<file path="src/rtl/core/isbs_pkg.sv">
// Package for the serial bus byte sender: types, register indexes and reset values.
// No dependencies.
package isbs_pkg;

   localparam int CSR_W        = 16;
   localparam int CSR_IDX_W    = 2;
   localparam int BYTE_W       = 8;
   localparam int DEF_BITS_PER_BYTE = 8;

   localparam logic [CSR_IDX_W-1:0] CSR_SETUP_DELAY  = 2'd0;
   localparam logic [CSR_IDX_W-1:0] CSR_BIT_TIME     = 2'd1;
   localparam logic [CSR_IDX_W-1:0] CSR_POLL_COUNT   = 2'd2;
   localparam logic [CSR_IDX_W-1:0] CSR_POLL_IVAL    = 2'd3;

   localparam logic [CSR_W-1:0] RST_SETUP_DELAY = 16'd70;
   localparam logic [CSR_W-1:0] RST_BIT_TIME    = 16'd20;
   localparam logic [CSR_W-1:0] RST_POLL_COUNT  = 16'd100;
   localparam logic [CSR_W-1:0] RST_POLL_IVAL   = 16'd20;

   localparam logic MODE_TICK  = 1'b0;
   localparam logic MODE_START = 1'b1;

   typedef enum logic [3:0] {
      PH_IDLE  = 4'b0001,
      PH_SETUP = 4'b0010,
      PH_BIT   = 4'b0100,
      PH_ACK   = 4'b1000
   } phase_type;

   typedef struct packed {
      logic clock_asserted;
      logic data_asserted;
      logic busy_res;
      logic done_res;
      logic acknowledged;
   } rsp_type;

endpackage

</file>
<file path="src/rtl/core/isbs_core.sv">
// Sender state: configuration registers, bit/ack sequencing and line drives.
// Depends on isbs_pkg; one item is applied per accepted transfer.
module isbs_core import isbs_pkg::*; #(
   parameter int BITS_PER_BYTE = DEF_BITS_PER_BYTE
) (
   input  logic                 clock,
   input  logic                 reset,
   input  logic                 in_take,
   input  logic                 in_mode,
   input  logic [BYTE_W-1:0]    in_byte,
   input  logic                 in_line,
   input  logic                 csr_write,
   input  logic [CSR_IDX_W-1:0] csr_index,
   input  logic [CSR_W-1:0]     csr_wdata,
   output logic                 res_push,
   output rsp_type              res
);

   localparam int BIT_W = $clog2(BITS_PER_BYTE + 1);

   logic [CSR_W-1:0] setup_delay_ff, bit_time_ff, poll_count_ff, poll_ival_ff;

   phase_type         phase_ff, phase_in;
   logic [BIT_W-1:0]  bit_index_ff, bit_index_in, bit_next;
   logic [BYTE_W-1:0] shift_byte_ff, shift_byte_in;
   logic [CSR_W-1:0]  delay_left_ff, delay_left_in;
   logic [CSR_W-1:0]  polls_done_ff, polls_done_in;
   logic              clock_drive_ff, clock_drive_in;
   logic              data_drive_ff, data_drive_in;
   logic              done, ack;

   always_ff @(posedge clock) begin
      if (reset) begin
         setup_delay_ff <= RST_SETUP_DELAY;
         bit_time_ff    <= RST_BIT_TIME;
         poll_count_ff  <= RST_POLL_COUNT;
         poll_ival_ff   <= RST_POLL_IVAL;
      end else if (csr_write) begin
         case (csr_index)
            CSR_SETUP_DELAY: setup_delay_ff <= csr_wdata;
            CSR_BIT_TIME:    bit_time_ff    <= csr_wdata;
            CSR_POLL_COUNT:  poll_count_ff  <= csr_wdata;
            CSR_POLL_IVAL:   poll_ival_ff   <= csr_wdata;
            default: ;
         endcase
      end
   end

   assign bit_next = bit_index_ff + 1'b1;

   always_comb begin
      phase_in       = phase_ff;
      bit_index_in   = bit_index_ff;
      shift_byte_in  = shift_byte_ff;
      delay_left_in  = delay_left_ff;
      polls_done_in  = polls_done_ff;
      clock_drive_in = clock_drive_ff;
      data_drive_in  = data_drive_ff;
      done           = 1'b0;
      ack            = 1'b0;
      if (in_take) begin
         if (in_mode == MODE_START) begin
            shift_byte_in  = in_byte;
            bit_index_in   = '0;
            polls_done_in  = '0;
            delay_left_in  = setup_delay_ff;
            clock_drive_in = 1'b1;
            data_drive_in  = 1'b0;
            phase_in       = PH_SETUP;
         end else if (phase_ff != PH_IDLE) begin
            if (delay_left_ff != '0) begin
               delay_left_in = delay_left_ff - 1'b1;
            end else begin
               case (phase_ff)
                  PH_SETUP: begin
                     if (!shift_byte_ff[0]) data_drive_in = 1'b1;
                     clock_drive_in = 1'b0;
                     delay_left_in  = bit_time_ff;
                     phase_in       = PH_BIT;
                  end
                  PH_BIT: begin
                     clock_drive_in = 1'b1;
                     data_drive_in  = 1'b0;
                     shift_byte_in  = shift_byte_ff >> 1;
                     if (bit_next >= BIT_W'(BITS_PER_BYTE)) begin
                        bit_index_in  = '0;
                        polls_done_in = '0;
                        delay_left_in = '0;
                        phase_in      = PH_ACK;
                     end else begin
                        bit_index_in  = bit_next;
                        delay_left_in = setup_delay_ff;
                        phase_in      = PH_SETUP;
                     end
                  end
                  PH_ACK: begin
                     if (polls_done_ff >= poll_count_ff) begin
                        done     = 1'b1;
                        phase_in = PH_IDLE;
                     end else if (in_line) begin
                        done     = 1'b1;
                        ack      = 1'b1;
                        phase_in = PH_IDLE;
                     end else begin
                        polls_done_in = polls_done_ff + 1'b1;
                        delay_left_in = poll_ival_ff;
                     end
                  end
                  default: ;
               endcase
            end
         end
      end
   end

   always_ff @(posedge clock) begin
      if (reset) begin
         phase_ff       <= PH_IDLE;
         bit_index_ff   <= '0;
         shift_byte_ff  <= '0;
         delay_left_ff  <= '0;
         polls_done_ff  <= '0;
         clock_drive_ff <= 1'b1;
         data_drive_ff  <= 1'b0;
      end else begin
         phase_ff       <= phase_in;
         bit_index_ff   <= bit_index_in;
         shift_byte_ff  <= shift_byte_in;
         delay_left_ff  <= delay_left_in;
         polls_done_ff  <= polls_done_in;
         clock_drive_ff <= clock_drive_in;
         data_drive_ff  <= data_drive_in;
      end
   end

   assign res_push           = in_take;
   assign res.clock_asserted = clock_drive_in;
   assign res.data_asserted  = data_drive_in;
   assign res.busy_res       = (phase_in != PH_IDLE);
   assign res.done_res       = done;
   assign res.acknowledged   = ack;

   a_start_loads: assert property (@(posedge clock) disable iff (reset)
      in_take && in_mode == MODE_START
      |=> phase_ff == PH_SETUP && clock_drive_ff && !data_drive_ff)
      else $error("start did not load setup phase");

   a_idle_tick_holds: assert property (@(posedge clock) disable iff (reset)
      in_take && in_mode == MODE_TICK && phase_ff == PH_IDLE
      |=> phase_ff == PH_IDLE && $stable(clock_drive_ff) && $stable(data_drive_ff))
      else $error("tick while idle changed state");

   a_done_goes_idle: assert property (@(posedge clock) disable iff (reset)
      in_take && done |=> phase_ff == PH_IDLE)
      else $error("done without return to idle");

   a_clock_released_in_bit: assert property (@(posedge clock) disable iff (reset)
      phase_ff == PH_BIT |-> !clock_drive_ff)
      else $error("clock asserted during bit time");

endmodule

</file>
<file path="src/rtl/core/isbs_outq.sv">
// Two-entry result queue between the sender state and the rsp channel.
// Depends on isbs_pkg.
module isbs_outq import isbs_pkg::*; (
   input  logic    clock,
   input  logic    reset,
   input  logic    push,
   input  rsp_type push_data,
   output logic    full,
   output logic    rsp_valid,
   input  logic    rsp_stall,
   output rsp_type rsp_data
);

   rsp_type    entry_ff [2];
   logic [1:0] count_ff, count_in;
   logic       wr_ptr_ff, rd_ptr_ff;
   logic       pop;

   assign full      = (count_ff == 2'd2);
   assign rsp_valid = (count_ff != 2'd0);
   assign pop       = rsp_valid && !rsp_stall;
   assign rsp_data  = entry_ff[rd_ptr_ff];

   always_comb begin
      count_in = count_ff;
      if (push && !pop) count_in = count_ff + 2'd1;
      else if (pop && !push) count_in = count_ff - 2'd1;
   end

   always_ff @(posedge clock) begin
      if (push) entry_ff[wr_ptr_ff] <= push_data;
   end

   always_ff @(posedge clock) begin
      if (reset) begin
         count_ff  <= '0;
         wr_ptr_ff <= 1'b0;
         rd_ptr_ff <= 1'b0;
      end else begin
         count_ff <= count_in;
         if (push) wr_ptr_ff <= !wr_ptr_ff;
         if (pop)  rd_ptr_ff <= !rd_ptr_ff;
      end
   end

   a_no_push_when_full: assert property (@(posedge clock) disable iff (reset)
      full |-> !push)
      else $error("push into full result queue");

   a_count_bound: assert property (@(posedge clock) disable iff (reset)
      count_ff != 2'd3)
      else $error("result queue count out of range");

   a_pop_drains: assert property (@(posedge clock) disable iff (reset)
      pop && !push |=> count_ff == $past(count_ff) - 2'd1)
      else $error("transfer out did not drain queue");

endmodule

</file>
<file path="src/rtl/core/iec_serial_byte_sender.sv">
// Top level of the serial bus byte sender: sender state plus result queue.
// Depends on isbs_pkg, isbs_core, isbs_outq.
//
//   channel  direction  handshake            payload
//   req      in         req_valid/req_stall  req_mode, req_byte_value, req_data_line_in
//   rsp      out        rsp_valid/rsp_stall  rsp_clock_asserted .. rsp_acknowledged
//   csr      in         csr_write            csr_index, csr_wdata
//
// One req per cycle unless req_stall; its result is in the rsp queue in the next cycle.
// The two-entry result queue sets the rate: req_stall rises only when it is full.
// Reset is synchronous: idle, clock asserted, data released, registers at defaults.
// A stalled rsp keeps its payload; req is taken while one result still waits.
module iec_serial_byte_sender import isbs_pkg::*; #(
   parameter int BITS_PER_BYTE = DEF_BITS_PER_BYTE
) (
   input  logic                 clock,
   input  logic                 reset,
   input  logic                 req_valid,
   output logic                 req_stall,
   input  logic                 req_mode,
   input  logic [BYTE_W-1:0]    req_byte_value,
   input  logic                 req_data_line_in,
   output logic                 rsp_valid,
   input  logic                 rsp_stall,
   output logic                 rsp_clock_asserted,
   output logic                 rsp_data_asserted,
   output logic                 rsp_busy_res,
   output logic                 rsp_done_res,
   output logic                 rsp_acknowledged,
   input  logic                 csr_write,
   input  logic [CSR_IDX_W-1:0] csr_index,
   input  logic [CSR_W-1:0]     csr_wdata
);

   logic    take, push, full;
   rsp_type res, rsp_data;

   assign req_stall = full;
   assign take      = req_valid && !full;

   isbs_core #(
      .BITS_PER_BYTE(BITS_PER_BYTE)
   ) u_core (
      .clock    (clock),
      .reset    (reset),
      .in_take  (take),
      .in_mode  (req_mode),
      .in_byte  (req_byte_value),
      .in_line  (req_data_line_in),
      .csr_write(csr_write),
      .csr_index(csr_index),
      .csr_wdata(csr_wdata),
      .res_push (push),
      .res      (res)
   );

   isbs_outq u_outq (
      .clock    (clock),
      .reset    (reset),
      .push     (push),
      .push_data(res),
      .full     (full),
      .rsp_valid(rsp_valid),
      .rsp_stall(rsp_stall),
      .rsp_data (rsp_data)
   );

   assign rsp_clock_asserted = rsp_data.clock_asserted;
   assign rsp_data_asserted  = rsp_data.data_asserted;
   assign rsp_busy_res       = rsp_data.busy_res;
   assign rsp_done_res       = rsp_data.done_res;
   assign rsp_acknowledged   = rsp_data.acknowledged;

endmodule
</file>
<file path="config.mk">
export PLATFORM = sky130hd
export DESIGN_NAME = iec_serial_byte_sender
export DESIGN_NICKNAME = d
export VERILOG_FILES = /design/src/rtl/core/isbs_pkg.sv /design/src/rtl/core/isbs_core.sv /design/src/rtl/core/isbs_outq.sv /design/src/rtl/core/iec_serial_byte_sender.sv
export SDC_FILE = /design/constraint.sdc
export NUM_CORES = 1
export LEC_CHECK = 0
export BUFFER_PORTS_ARGS = -buffer_cell sky130_fd_sc_hd__buf_2
export CAP_MARGIN = 10
export CORE_UTILIZATION = 45
export CTS_CLUSTER_SIZE = 14
export DETAILED_ROUTE_END_ITERATION = 10
export GPL_TIMING_DRIVEN = 0
export HOLD_SLACK_MARGIN = 0.05
export PLACE_DENSITY = 0.6
export SYNTH_ARGS = -nofsm -noshare
export SYNTH_HDL_FRONTEND = slang
export SYNTH_SLANG_ARGS = --single-unit
</file>
<file path="constraint.sdc">
create_clock -name clock -period 4.2 [get_ports clock]
set_input_delay 0.21 -clock clock [delete_from_list [all_inputs] [get_ports clock]]
set_output_delay 0.21 -clock clock [all_outputs]
set_load 0.03 [all_outputs]
</file>
==> summary.txt <==
Floorplan
  – FP Rows: 42
  – Die Span Y: 119.9 µm
  – IO Pins: 40
  – Die X: 119.9 µm
  – Die area: 14380 µm²
  – Starting Density: 0.4670
  – CORE AREA: 13400 µm²

Drt
  – Vias post-DR: 5713
  – Drc violations: 0
  – Post-Route WL: 17190 µm
  – WL met2: 8195 µm
  – DRT antenna net count: 0
  – Uppermost layer routed: met4
  – Vias per cell: 5.651
  – Met3 wire length: 900 µm
  – Routed len/inst: 17.00 µm
  – First DRT Iteration DRCs: 409
  – Drt pass-1 iters: 6
  – DRT met1 WL: 7540 µm

STA
  – Final hold vios: 0
  – Maximum clock frequency: 289.9 MHz
  – Fin crit period: 3.450 ns
  – Hold slack: 0.05643 ns
  – Final WS setup: 0.7502 ns
  – Setup Skew: between 0.005 and 0.006 ns
  – RSZ-0062 raised after global routing: no
  – Fin. max-slew vios: 0
  – Final Setup Violations: 0
  – Sum of negative setup slack: 0 ns
  – Final Cycle Share: 0.8214
  – Worst Max-Slew Pin Slew: 0.9776 ns
  – Slew headroom: 0.3391

Synthesis
  – Ys flop type: dfxtp_1
  – Net Count, Synth: 821
  – Number of synthesized flops with an enable pin: 10
  – Yosys synthesis warning count: 0
  – Post-Syn Area: approximately 6300 µm²
  – Register bit count reported by yosys: 129
  – Cell variety after synth: 60
  – Async SR Flop Fraction: 0
  – Post-synthesis cell count: between 700 and 800
  – Sequential cell area fraction in the yosys report: 0.4286
  – Avg Inst Size Synth: 8.149 µm²

Power and ir drop
  – Sw Pwr: 1093 µW
  – Internal Pwr Total: around 2500 µW
  – P_leak: 0.002709 µW
  – PwrDens: 501.3 nW/µm²
  – Worst VDD drop: approximately 0.27 mV
  – Flop pwr share: 0.394
  – Sw Share: 0.3021
  – Logic pwr share: 0.221
  – Clock network fraction of design power: 0.385

Global routing
  – Antenna violations before repair: 0
  – Total grt overflow: 0
  – Vias in the first global route: 5561
  – First-pass GRT wire length: between 20000 and 30000 µm
  – Largest net degree at the start of global routing: 17
  – Gr usage total: 0.2540

Hold path
  – Hold Crit Class: primary input to flop
  – Hold Startpoint: req_byte_value[7]

Placement
  – GP Congestion: 0.8731
  – DP Area: 6659 µm²
  – Post-Place Worst Slack: approximately 0.77 ns
  – HPWL after DPL: approximately 13000 µm
  – IO Port Bufs: 36

Clocking
  – Clock Tree Root: clkbuf_16
  – Skew-Pair Late Insertion Delay: 0.43 ns
  – CTS tree: built
  – Clock transition at path regs: approximately 0.05 ns
  – H-tree Lvls: 4
  – Post-cts resize count: 0
  – Hold Buf Count CTS: 0
  – Post CTS Setup Buffer Count: 0
  – Clk buf depth: 2
  – TritonCTS sink count: 129
  – CTS buffer count: 17

Finish
  – Antenna cells: 0
  – Leading cell type in the layout, fill and taps excluded: nand2_1
  – Share of post-route cells with drive strength above 1: 0.1066
  – Multi-input logic area: 3247 µm²
  – Commonest cells after routing, fill and taps aside: nand2_1 (154), dfxtp_1 (119), a21oi_1 (84)
  – Filler Cell Count: 1296
  – Area delta synth->final: 15.37%
  – Layout Nets: just under 900
  – Register Area: 2683 µm²
  – Final instance area: 7221 µm²

Run status
  – Run status: finished clean

Worst setup path
  – CP Data Arrival Time: around 3.8 ns
  – Worst Path Buf+Inv: 4
  – Crit Path Category: flop to flop
  – CP top delay family: simple AND/OR/NAND/NOR gates
  – Worst path max stage delay: 0.55 ns
  – CP Capture Type: flop
  – Most numerous cell on the critical path: buf_2
  – CP Data Required Time: 4.50 ns
  – CP startpoint kind: flop
  – Launching point of the worst reg2reg path: u_core.delay_left_ff[0]
  – Crit-path max FO: 10
  – CP Launch Point: u_core.delay_left_ff[0]
  – CP cell instances: inv_1 > ha_1 > or4b_1 > nor3b_2 > and2_1 > clkbuf_1 > a31oi_1 > o21ai_1 > buf_2 > buf_2 > nor2_1
  – Slowest-stage cell, CP: or4b_1

Flow run
  – Max_cap viols: 0
[registers in the layout (all words and copies together), names as in the netlist, 8 cells and up, named ones only]
signal / flops
u_outq.entry_ff: 10
u_core.setup_delay_ff: 16
u_core.bit_time_ff: 16
u_core.delay_left_ff: 16
u_core.poll_ival_ff: 16
u_core.poll_count_ff: 16
u_core.polls_done_ff: 16
u_core.shift_byte_ff: 8
[worst reg2reg max path, cell delays in order (launching register included)]
cell and delay (ns):
dfxtp_1 0.34, inv_1 0.07, ha_1 0.20, or4b_1 0.55, nor3b_2 0.47, and2_1 0.19, clkbuf_1 0.37, a31oi_1 0.14
o21ai_1 0.33, buf_2 0.30, buf_2 0.30, nor2_1 0.09
[power groups by stage]
stage                     clock network (µW)  logic (µW)  registers (µW)
after floorplan                            0         587            1430
after global placement                     0         775            1440
after detailed placement                   0         788            1450
after CTS                               1410         794            1420
after global routing                    1470         882            1440
final                                   1400         800            1420
[synthesized netlist by cell type, types with 2 or more instances]
library cell,number,share of area
nand2_1,154,0.092
buf_2,5,0.0040
nor2_1,63,0.038
a31oi_1,3,0.0030
xor2_1,9,0.013
or4b_1,3,0.0048
edfxtp_1,10,0.048
or2_2,2,0.0020
a22oi_1,4,0.0048
nor4_1,8,0.0080
a21oi_1,84,0.067
or4_1,6,0.0072
a221oi_1,12,0.017
nand3b_1,3,0.0036
nor3b_1,3,0.0036
xnor2_1,13,0.018
mux2_2,8,0.014
a211oi_1,28,0.034
clkinv_1,2,0.0012
nand3_1,21,0.017
a21o_1,3,0.0036
nor2b_1,2,0.0020
o21ai_0,19,0.015
buf_6,3,0.0054
and3_1,6,0.0060
inv_1,32,0.019
mux2i_1,10,0.016
nand4b_1,3,0.0042
nor3_1,14,0.011
o211ai_1,4,0.0048
clkbuf_1,35,0.021
a41o_1,2,0.0032
nor4b_1,3,0.0042
a222oi_1,3,0.0048
a31o_2,2,0.0028
nand4_1,6,0.0060
and2_1,5,0.0050
buf_1,3,0.0018
nand2b_1,7,0.0070
o32a_1,2,0.0032
or3_1,7,0.0070
dfxtp_1,119,0.38
ha_1,20,0.040
[through the flow]
| stage | total power [µW] | utilization | std cells |
|---|---|---|---|
| after floorplan | 2014 | - | 768 |
| after global placement | 2220 | 0.4969 | 980 |
| after detailed placement | 2237 | 0.4969 | 980 |
| after CTS | 3628 | 0.5388 | 1011 |
| after global routing | 3784 | 0.5388 | 1011 |
| final | 3620 | 0.5388 | 1011 |
[per-layer routing]
metal,GRT usage,up-vias
li1,-,2815
met1,0.3087,2683
met2,0.4224,172
met3,0.05323,43
met4,0.1289,0
met5,0,-
[cell families after synthesis]
logic type | count (synthesis) | synth area share
DFF | 129 | 0.4286
adders and majority gates | 20 | 0.03998
xor gates and xnor gates | 22 | 0.03079
muxes | 18 | 0.03039
and+or+nand+nor | 323 | 0.2413
AOI/OAI and AO/OA | 176 | 0.1763
buffers and inverters | 80 | 0.05258
[layout make-up]
type                    count  share of cell area
inverters                  34             0.01767
well taps                 176             0.03050
plain buffers              46             0.02790
flip-flops and latches    129              0.3715
multi-input cells         559              0.4497
clock buffers              26             0.07052
clock inverters             5            0.007278
repair buffers             36             0.02495
[worst paths after layout]
path | to | slack [ns] | depth (start not counted)
worst max-delay path | u_core.bit_index_ff[2] | 0.75 | 11
worst max register to register | u_core.bit_index_ff[2] | 0.75 | 11
worst min-delay path | u_core.shift_byte_ff[7] | 0.06 | 3
worst min register to register | u_core.bit_time_ff[8] | 0.46 | 2
Power figures use the tool's default switching activity.
